--- config.mk ---
export PLATFORM = sky130hd
export DESIGN_NAME = srtf_scheduler_sim
export DESIGN_NICKNAME = d
export VERILOG_FILES = /design/src/rtl/srtf_pkg.sv /design/src/rtl/srtf_divider.sv /design/src/rtl/srtf_scheduler_sim.sv
export SDC_FILE = /design/constraint.sdc
export NUM_CORES = 1
export LEC_CHECK = 0
export BUFFER_PORTS_ARGS = -buffer_cell sky130_fd_sc_hd__buf_2
export CORE_MARGIN = 2
export CORE_UTILIZATION = 45
export DETAILED_ROUTE_END_ITERATION = 16
export HOLD_SLACK_MARGIN = 0.03
export PLACE_DENSITY = 0.59
export SLEW_MARGIN = 10
export SYNTH_ARGS = -nofsm -noshare
export SYNTH_HDL_FRONTEND = slang
export SYNTH_SLANG_ARGS = --single-unit
--- constraint.sdc ---
create_clock -name clk -period 5.7 [get_ports clk]
set_input_delay 0.285 -clock clk [delete_from_list [all_inputs] [get_ports clk]]
set_output_delay 0.285 -clock clk [all_outputs]
set_load 0.02 [all_outputs]
--- src/rtl/srtf_pkg.sv ---
// ----------------------------------------------------------------------------
// srtf_pkg
// Shared widths and sequencer states for the SRTF scheduler simulator.
// ----------------------------------------------------------------------------
package srtf_pkg;

  localparam int ARR_W  = 12;
  localparam int BUR_W  = 12;
  localparam int IDX_W  = 4;
  localparam int TICK_W = 17;
  localparam int TOT_W  = 21;

  typedef enum logic [7:0] {
    S_LOAD   = 8'b0000_0001,
    S_SCAN   = 8'b0000_0010,
    S_DECIDE = 8'b0000_0100,
    S_FETCH  = 8'b0000_1000,
    S_EMIT   = 8'b0001_0000,
    S_DIVGO  = 8'b0010_0000,
    S_DIVW   = 8'b0100_0000,
    S_DIVT   = 8'b1000_0000
  } state_t;

endpackage

--- src/rtl/srtf_divider.sv ---
// ----------------------------------------------------------------------------
// srtf_divider
// Restoring divider, one quotient bit per cycle; done pulses when finished.
// ----------------------------------------------------------------------------
module srtf_divider #(
  parameter int DW = 5
) (
  input  logic                      clk,
  input  logic                      rst,
  input  logic                      start,
  input  logic [srtf_pkg::TOT_W-1:0] dividend,
  input  logic [DW-1:0]             divisor,
  output logic                      done,
  output logic [srtf_pkg::TOT_W-1:0] quotient
);

  localparam int NCW = $clog2(srtf_pkg::TOT_W + 1);

  logic                       busy;
  logic [NCW-1:0]             cnt;
  logic [DW-1:0]              rem;
  logic [DW-1:0]              dvs;
  logic [srtf_pkg::TOT_W-1:0] quo;
  logic [DW:0]                rem_sh;
  logic [DW:0]                diff;
  logic                       ge;

  always_comb begin
    rem_sh = {rem, quo[srtf_pkg::TOT_W-1]};
    diff   = rem_sh - {1'b0, dvs};
    ge     = rem_sh >= {1'b0, dvs};
  end

  always_ff @(posedge clk) begin
    if (rst) begin
      busy <= 1'b0;
      done <= 1'b0;
      cnt  <= '0;
    end else begin
      done <= 1'b0;
      if (start) begin
        busy <= 1'b1;
        cnt  <= NCW'(srtf_pkg::TOT_W);
      end else if (busy) begin
        cnt <= cnt - 1'b1;
        if (cnt == NCW'(1)) begin
          busy <= 1'b0;
          done <= 1'b1;
        end
      end
    end
  end

  always_ff @(posedge clk) begin
    if (start) begin
      rem <= '0;
      quo <= dividend;
      dvs <= divisor;
    end else if (busy) begin
      rem <= ge ? diff[DW-1:0] : rem_sh[DW-1:0];
      quo <= {quo[srtf_pkg::TOT_W-2:0], ge};
    end
  end

  assign quotient = quo;

endmodule

--- src/rtl/srtf_scheduler_sim.sv ---
// ----------------------------------------------------------------------------
// srtf_scheduler_sim
// Preemptive shortest-remaining-time-first scheduler simulator.
// Loads are taken while the block sits in its load state. After the final job, each
// simulated tick reads the store once per job through a shared compare unit and then
// decides; a finishing record adds a fetch and an emit state, and the summary waits on
// two divides. Synchronous reset clears the set, counts, clock and totals.
// ----------------------------------------------------------------------------
module srtf_scheduler_sim #(
  parameter int MAX_PROCS = 16
) (
  input  logic        clk,
  input  logic        rst,
  input  logic        job_valid,
  output logic        job_stall,
  input  logic [11:0] arrival,
  input  logic [11:0] burst,
  input  logic        final_job,
  output logic        record_valid,
  input  logic        record_stall,
  output logic [3:0]  job_index,
  output logic [16:0] start_tick,
  output logic [16:0] finish_tick,
  output logic [16:0] wait_span,
  output logic [16:0] turnaround_span,
  output logic        is_summary,
  output logic [16:0] mean_wait,
  output logic [16:0] mean_turnaround,
  output logic        run_done
);

  localparam int IW = (MAX_PROCS > 1) ? $clog2(MAX_PROCS) : 1;
  localparam int CW = $clog2(MAX_PROCS + 1);
  localparam int TW = srtf_pkg::ARR_W + CW;

  srtf_pkg::state_t state, state_next;

  logic [srtf_pkg::ARR_W-1:0]  arr_mem   [MAX_PROCS];
  logic [srtf_pkg::BUR_W-1:0]  rem_mem   [MAX_PROCS];
  logic [srtf_pkg::TICK_W-1:0] start_mem [MAX_PROCS];

  logic [CW-1:0]              job_count;
  logic [CW-1:0]              finished;
  logic [TW-1:0]              t;
  logic [srtf_pkg::TOT_W-1:0] wait_total;
  logic [srtf_pkg::TOT_W-1:0] turn_total;
  logic [MAX_PROCS-1:0]       started;

  logic [CW-1:0]               scan_idx;
  logic                        rd_vld;
  logic [IW-1:0]               rd_idx;
  logic [srtf_pkg::ARR_W-1:0]  arr_q;
  logic [srtf_pkg::BUR_W-1:0]  rem_q;
  logic [srtf_pkg::TICK_W-1:0] start_q;

  logic                       best_found;
  logic [IW-1:0]              best_idx;
  logic [srtf_pkg::ARR_W-1:0] best_arr;
  logic [srtf_pkg::BUR_W-1:0] best_rem;
  logic [srtf_pkg::ARR_W-1:0] next_min;
  logic [srtf_pkg::TICK_W-1:0] mean_w;

  logic                       load_store;
  logic [srtf_pkg::BUR_W-1:0] bur_fix;
  logic                       decide_run;
  logic                       rem_we;
  logic [IW-1:0]              rem_wa;
  logic [srtf_pkg::BUR_W-1:0] rem_wd;
  logic                       start_we;
  logic                       take;
  logic                       pend;
  logic                       out_free;
  logic                       scan_init;
  logic                       emit_job;
  logic                       emit_sum;
  logic                       div_start;
  logic                       div_done;
  logic                       div_ready;
  logic [srtf_pkg::TOT_W-1:0] div_q;
  logic [srtf_pkg::TOT_W-1:0] div_a;
  logic [TW-1:0]              span_t;

  assign job_stall  = (state != srtf_pkg::S_LOAD);
  assign load_store = job_valid && (state == srtf_pkg::S_LOAD) &&
                      (job_count < CW'(MAX_PROCS));
  assign bur_fix    = (burst == '0) ? srtf_pkg::BUR_W'(1) : burst;
  assign decide_run = (state == srtf_pkg::S_DECIDE) && best_found;
  assign rem_we     = load_store || decide_run;
  assign rem_wa     = load_store ? job_count[IW-1:0] : best_idx;
  assign rem_wd     = load_store ? bur_fix : best_rem - 1'b1;
  assign start_we   = decide_run && !started[best_idx];
  assign out_free   = !record_valid || !record_stall;
  assign span_t     = t - TW'(best_arr);
  assign div_a      = (state == srtf_pkg::S_DIVGO) ? wait_total : turn_total;

  // shared compare unit: one job per cycle
  always_comb begin
    take = rd_vld && (rem_q != '0) && (TW'(arr_q) <= t) &&
           (!best_found || (rem_q < best_rem) ||
            ((rem_q == best_rem) && (arr_q < best_arr)));
    pend = rd_vld && (rem_q != '0) && (arr_q < next_min);
  end

  always_comb begin
    state_next = state;
    scan_init  = 1'b0;
    emit_job   = 1'b0;
    emit_sum   = 1'b0;
    div_start  = 1'b0;
    unique case (state)
      srtf_pkg::S_LOAD: begin
        if (job_valid && final_job) begin
          state_next = srtf_pkg::S_SCAN;
          scan_init  = 1'b1;
        end
      end
      srtf_pkg::S_SCAN: begin
        if (scan_idx == job_count) state_next = srtf_pkg::S_DECIDE;
      end
      srtf_pkg::S_DECIDE: begin
        if (best_found && (best_rem == srtf_pkg::BUR_W'(1))) begin
          state_next = srtf_pkg::S_FETCH;
        end else begin
          state_next = srtf_pkg::S_SCAN;
          scan_init  = 1'b1;
        end
      end
      srtf_pkg::S_FETCH: begin
        state_next = srtf_pkg::S_EMIT;
      end
      srtf_pkg::S_EMIT: begin
        if (out_free) begin
          emit_job = 1'b1;
          if (CW'(finished + 1'b1) == job_count) begin
            state_next = srtf_pkg::S_DIVGO;
          end else begin
            state_next = srtf_pkg::S_SCAN;
            scan_init  = 1'b1;
          end
        end
      end
      srtf_pkg::S_DIVGO: begin
        div_start  = 1'b1;
        state_next = srtf_pkg::S_DIVW;
      end
      srtf_pkg::S_DIVW: begin
        if (div_done) begin
          div_start  = 1'b1;
          state_next = srtf_pkg::S_DIVT;
        end
      end
      srtf_pkg::S_DIVT: begin
        if ((div_done || div_ready) && out_free) begin
          emit_sum   = 1'b1;
          state_next = srtf_pkg::S_LOAD;
        end
      end
      default: state_next = srtf_pkg::S_LOAD;
    endcase
  end

  // divide result stays valid after done; summary waits in S_DIVT on done or the held ready flag and a free output
  always_ff @(posedge clk) begin
    if (rst) begin
      div_ready <= 1'b0;
    end else if (div_start) begin
      div_ready <= 1'b0;
    end else if (div_done) begin
      div_ready <= 1'b1;
    end
  end

  srtf_divider #(
    .DW(CW)
  ) u_div (
    .clk      (clk),
    .rst      (rst),
    .start    (div_start),
    .dividend (div_a),
    .divisor  (job_count),
    .done     (div_done),
    .quotient (div_q)
  );

  always_ff @(posedge clk) begin
    if (load_store) arr_mem[job_count[IW-1:0]] <= arrival;
    if (rem_we) rem_mem[rem_wa] <= rem_wd;
    if (start_we) start_mem[best_idx] <= srtf_pkg::TICK_W'(t);
    arr_q   <= arr_mem[scan_idx[IW-1:0]];
    rem_q   <= rem_mem[scan_idx[IW-1:0]];
    start_q <= start_mem[best_idx];
  end

  always_ff @(posedge clk) begin
    if (rst) begin
      state        <= srtf_pkg::S_LOAD;
      job_count    <= '0;
      finished     <= '0;
      t            <= '0;
      wait_total   <= '0;
      turn_total   <= '0;
      started      <= '0;
      scan_idx     <= '0;
      rd_vld       <= 1'b0;
      best_found   <= 1'b0;
      record_valid <= 1'b0;
    end else begin
      state  <= state_next;
      rd_vld <= (state == srtf_pkg::S_SCAN) && (scan_idx != job_count);
      if (load_store) begin
        job_count                   <= job_count + 1'b1;
        started[job_count[IW-1:0]] <= 1'b0;
      end
      if (scan_init) begin
        scan_idx   <= '0;
        best_found <= 1'b0;
      end else begin
        if ((state == srtf_pkg::S_SCAN) && (scan_idx != job_count)) begin
          scan_idx <= scan_idx + 1'b1;
        end
        if (take) best_found <= 1'b1;
      end
      if (state == srtf_pkg::S_DECIDE) begin
        if (!best_found) begin
          t <= TW'(next_min);
        end else begin
          t <= t + 1'b1;
          if (!started[best_idx]) begin
            started[best_idx] <= 1'b1;
            wait_total <= wait_total + srtf_pkg::TOT_W'(span_t);
          end
        end
      end
      if (emit_job) begin
        finished   <= finished + 1'b1;
        turn_total <= turn_total + srtf_pkg::TOT_W'(span_t);
      end
      if (emit_sum) begin
        job_count  <= '0;
        finished   <= '0;
        t          <= '0;
        wait_total <= '0;
        turn_total <= '0;
        started    <= '0;
      end
      if (emit_job || emit_sum) begin
        record_valid <= 1'b1;
      end else if (!record_stall) begin
        record_valid <= 1'b0;
      end
    end
  end

  always_ff @(posedge clk) begin
    rd_idx <= scan_idx[IW-1:0];
    if (scan_init) begin
      next_min <= '1;
    end else if (pend) begin
      next_min <= arr_q;
    end
    if (take) begin
      best_idx <= rd_idx;
      best_arr <= arr_q;
      best_rem <= rem_q;
    end
    if ((state == srtf_pkg::S_DIVW) && div_done) begin
      mean_w <= srtf_pkg::TICK_W'(div_q);
    end
    if (emit_job) begin
      job_index       <= srtf_pkg::IDX_W'(best_idx);
      start_tick      <= start_q;
      finish_tick     <= srtf_pkg::TICK_W'(t);
      wait_span       <= start_q - srtf_pkg::TICK_W'(best_arr);
      turnaround_span <= srtf_pkg::TICK_W'(span_t);
      is_summary      <= 1'b0;
      mean_wait       <= '0;
      mean_turnaround <= '0;
      run_done        <= 1'b0;
    end else if (emit_sum) begin
      job_index       <= '0;
      start_tick      <= '0;
      finish_tick     <= '0;
      wait_span       <= '0;
      turnaround_span <= '0;
      is_summary      <= 1'b1;
      mean_wait       <= mean_w;
      mean_turnaround <= srtf_pkg::TICK_W'(div_q);
      run_done        <= 1'b1;
    end
  end

endmodule

==> flow_metrics.tcl <==
set metrics [dict create \
    run_status "finished clean" \
    sequential_cell_area_mm2 0.02813 \
    footprint_of_the_multi_input_gates_mm2 0.01305 \
    whs_path_depth 4 \
    die_height_um 309.1 \
    ys_warn_count 0 \
    maximum_capacitance_violations 0 \
    clock_path_buffers 3 \
    timing.reg2reg.setup_slack_ns 0.72 \
    number_of_buffers_created_by_cts 104 \
    synthesized_netlist_cell_count 2740 \
    type_of_the_worst_setup_path "register to register" \
    final_layout_size_suffix_gt1_share_pct 20.09 \
    setup_viol_count_final 0 \
    floorplan.io_pins 139 \
    final.setup.worst_slack_ns 0.7168 \
    synth_seq_cells 1005 \
    cts_resized 0 \
    maxSlewViolCount 0 \
    worst_setup_path_startpoint "t[0]$_SDFFE_PP0N_" \
    async_flop_share_pct 0 \
    slew_of_the_pin_with_the_lowest_slew_margin_ns 1.222 \
    layout_worst_path_cycle_share_pct 87.42 \
    critical_path.max_fanout 21 \
    power.ir.vdd_worst_mv 0.3100 \
    critical-path-max-stage-delay_ns 0.43 \
    area_growth_pct 14.12 \
    overflow 0 \
    drcViolationCount 0 \
    worstRegToRegCells 17 \
    mappedNetlistArea_mm2 0.04189 \
    period_minus_slack_ns 4.983 \
    grt_pass1_wl_mm 149.8 \
    post_placement_setup_slack_ns 0.8920 \
    leakagePower_uw 0.01647 \
    synthesis.nets 2900 \
    crit_chain "buf_4 > inv_1 > ha_1 > fa_1 > nand2b_1 > a21oi_1 > o21ai_0 > a21oi_1 > nor2_1 > o21ai_0 > xor2_1 > ha_1 > a2111o_1 > a31oi_1 > nor2_1 > and4b_1 > or3_1" \
    crit_buf_inv 2 \
    max_clock_freq_mhz 200.7 \
    setup-tns-final_ns 0 \
    input_output_buffers 138 \
    dieArea_mm2 0.09556 \
    critical_path.reg2reg.startpoint "t[0]$_SDFFE_PP0N_" \
    place.detailed.hpwl_mm 61.67 \
    place_congestion 0.8781 \
    holdPathEnd "rem_mem[2][10]$_DFFE_PP_" \
    ctsHtreeMaxLevel 3 \
    crit_arrival_ns 5.53 \
    rsz_0062_raised_after_global_routing "no" \
    mostFrequentLayoutCell "sky130_fd_sc_hd__edfxtp_1" \
    avgSynthCellArea_um2 15.29 \
    cp-start-kind "register" \
    synth_edf_count 799 \
    regToRegEndpoint "turn_total[13]$_SDFFE_PP0P_" \
    nNetsFinal 3099 \
    worstHoldStart "burst[10]" \
    slowest_cp_cell "sky130_fd_sc_hd__a2111o_1" \
    cpLargestDelayFamily "compound AO/OA/AOI/OAI gates" \
    core_area_mm2 0.09194 \
    worst_hold_path_type "input pin to register" \
    route.final.wire_length_mm 98.98 \
    row_count 111 \
    worst_skew_pair.late_latency_ns 0.70 \
    post-cts-setup-buffers 0 \
    synth_flop_type "sky130_fd_sc_hd__edfxtp_1" \
    drt_first_iter_violations 1987 \
    detail_route.vias_per_cell 5.622 \
    clockRootBuffer "sky130_fd_sc_hd__clkbuf_16" \
    slew_headroom_pct 18.42 \
    nFillCells 7611 \
    clkTransAtPathRegs_ns 0.06 \
    pin_count_of_the_biggest_net_entering_global_routing 95 \
    postRouteAntennaNets 0 \
    cts_hold_buf 14 \
    most-common-layout-cells "799 x sky130_fd_sc_hd__edfxtp_1, 209 x sky130_fd_sc_hd__mux4_2, 203 x sky130_fd_sc_hd__dfxtp_1, 186 x sky130_fd_sc_hd__nor2_1, 185 x sky130_fd_sc_hd__nand2_1" \
    power-per-cell-area_mw_per_mm2 317.5 \
    count_of_endpoints_failing_hold_in_the_final_timing_report 0 \
    routed_wl_per_cell_um 23.17 \
    antenna_found_initial 4 \
    first_global_vias 24480 \
    dieWidth_um 309.1 \
    yosysSeqAreaShare_pct 67.11 \
    gr-usage-all-layers_pct 20.91 \
    clock_skew_ns 0.03959 \
    vias 24010 \
    drtPass1Iterations 8 \
    cts_num_sinks 1005 \
    start_util_pct 45.57 \
    synth_cell_types 71 \
    required_ns 6.25 \
    tritoncts "done" \
    cp-end-kind "register" \
]
[kinds of logic after synthesis]
logic type | Yosys count | synth area share (%)
flops | 1005 | 67.11
simple gates | 661 | 7.422
buf+inv | 214 | 2.001
xor+xnor | 89 | 1.861
mux | 230 | 11.74
compound gates | 410 | 5.860
fa+ha+maj | 131 | 4.002
[through the flow]
step | hold slack [ns] | cell area (um^2) | std cells | power, uW | utilization [%]
2_1_floorplan | 0.3290 | 41890 | 2740 | 8429 | -
3_3_place_gp | 0.3860 | 44230 | 4060 | 8597 | 48.11
3_5_place_dp | 0.3887 | 44230 | 4060 | 8623 | 48.11
4_1_cts | 0.1200 | 47780 | 4268 | 15330 | 51.97
5_1_grt | 0.1568 | 47810 | 4270 | 15650 | 52.00
6_report | 0.1623 | 47810 | 4271 | 15180 | 52.00
[worst max path at each step]
stage | endpoint | slack, ns | cells past startpoint
floorplan | turn_total[13]$_SDFFE_PP0P_ | 1.52 | 16
global placement | turn_total[13]$_SDFFE_PP0P_ | 1.04 | 17
detailed placement | turn_total[13]$_SDFFE_PP0P_ | 0.89 | 17
CTS | turn_total[13]$_SDFFE_PP0P_ | 0.80 | 17
global route | turn_total[13]$_SDFFE_PP0P_ | 0.48 | 17
finish | turn_total[13]$_SDFFE_PP0P_ | 0.72 | 17
[worst register-to-register path: stages (launching register included)]
cell,delay [ns]
sky130_fd_sc_hd__dfxtp_1,0.30
sky130_fd_sc_hd__buf_4,0.24
sky130_fd_sc_hd__inv_1,0.16
sky130_fd_sc_hd__ha_1,0.26
sky130_fd_sc_hd__fa_1,0.41
sky130_fd_sc_hd__nand2b_1,0.17
sky130_fd_sc_hd__a21oi_1,0.27
sky130_fd_sc_hd__o21ai_0,0.13
sky130_fd_sc_hd__a21oi_1,0.23
sky130_fd_sc_hd__nor2_1,0.10
sky130_fd_sc_hd__o21ai_0,0.34
sky130_fd_sc_hd__xor2_1,0.31
sky130_fd_sc_hd__ha_1,0.34
sky130_fd_sc_hd__a2111o_1,0.43
sky130_fd_sc_hd__a31oi_1,0.42
sky130_fd_sc_hd__nor2_1,0.15
sky130_fd_sc_hd__and4b_1,0.24
sky130_fd_sc_hd__or3_1,0.34
[final cells by class]
| type | count | share of cell area [%] |
|---|---|---|
| diodes | 1 | 0.005234 |
| clock buffers | 138 | 5.901 |
| clock inverters | 56 | 1.235 |
| inverters | 93 | 0.7302 |
| multi-input cells | 1521 | 27.30 |
| flip-flops and latches | 1005 | 58.83 |
| well taps | 1243 | 3.253 |
| repair buffers | 214 | 2.743 |
[per-layer routing]
metal  global-route usage, %  part of all wire [%]
met3                   3.364                   5.5
met2                   34.76                    49
met1                   28.81                    44
met4                   5.408                   2.2
met5                       0                 0.023
[sequential cells by signal, indices dropped and copies added (netlist names), 21 cells and up]
signal and cells:
rem_mem 192, arr_mem 192, wait_total 21, turn_total 21
start_mem 272, u_div.quotient 21
[synth_stat cells, types with 36 or more instances]
master                       n  area, um^2
sky130_fd_sc_hd__nor2_1    205       769.5
sky130_fd_sc_hd__mux4_2    209        4707
sky130_fd_sc_hd__nand3_1    59       295.3
sky130_fd_sc_hd__xnor2_1    55       481.7
sky130_fd_sc_hd__dfxtp_1   206        4124
sky130_fd_sc_hd__clkbuf_1   87       326.6
sky130_fd_sc_hd__inv_1      93       349.1
sky130_fd_sc_hd__nand2_1   186       698.2
sky130_fd_sc_hd__o21ai_0    94       470.5
sky130_fd_sc_hd__edfxtp_1  799       23990
sky130_fd_sc_hd__nor3_1     36       180.2
sky130_fd_sc_hd__ha_1      126        1577
sky130_fd_sc_hd__a21oi_1   157       785.8
sky130_fd_sc_hd__and2_1     41       256.5
[report_power, final]
group | internal (uW) | switching, uW | total (uW) | leakage (uW)
logic | 161 | 268 | 429 | 0.00595
clock network | 3830 | 2880 | 6700 | 0.00166
registers | 7970 | 71.8 | 8050 | 0.00886
total | 12000 | 3220 | 15200 | 0.0165
Note: power is estimated with default switching activity, not from simulation.
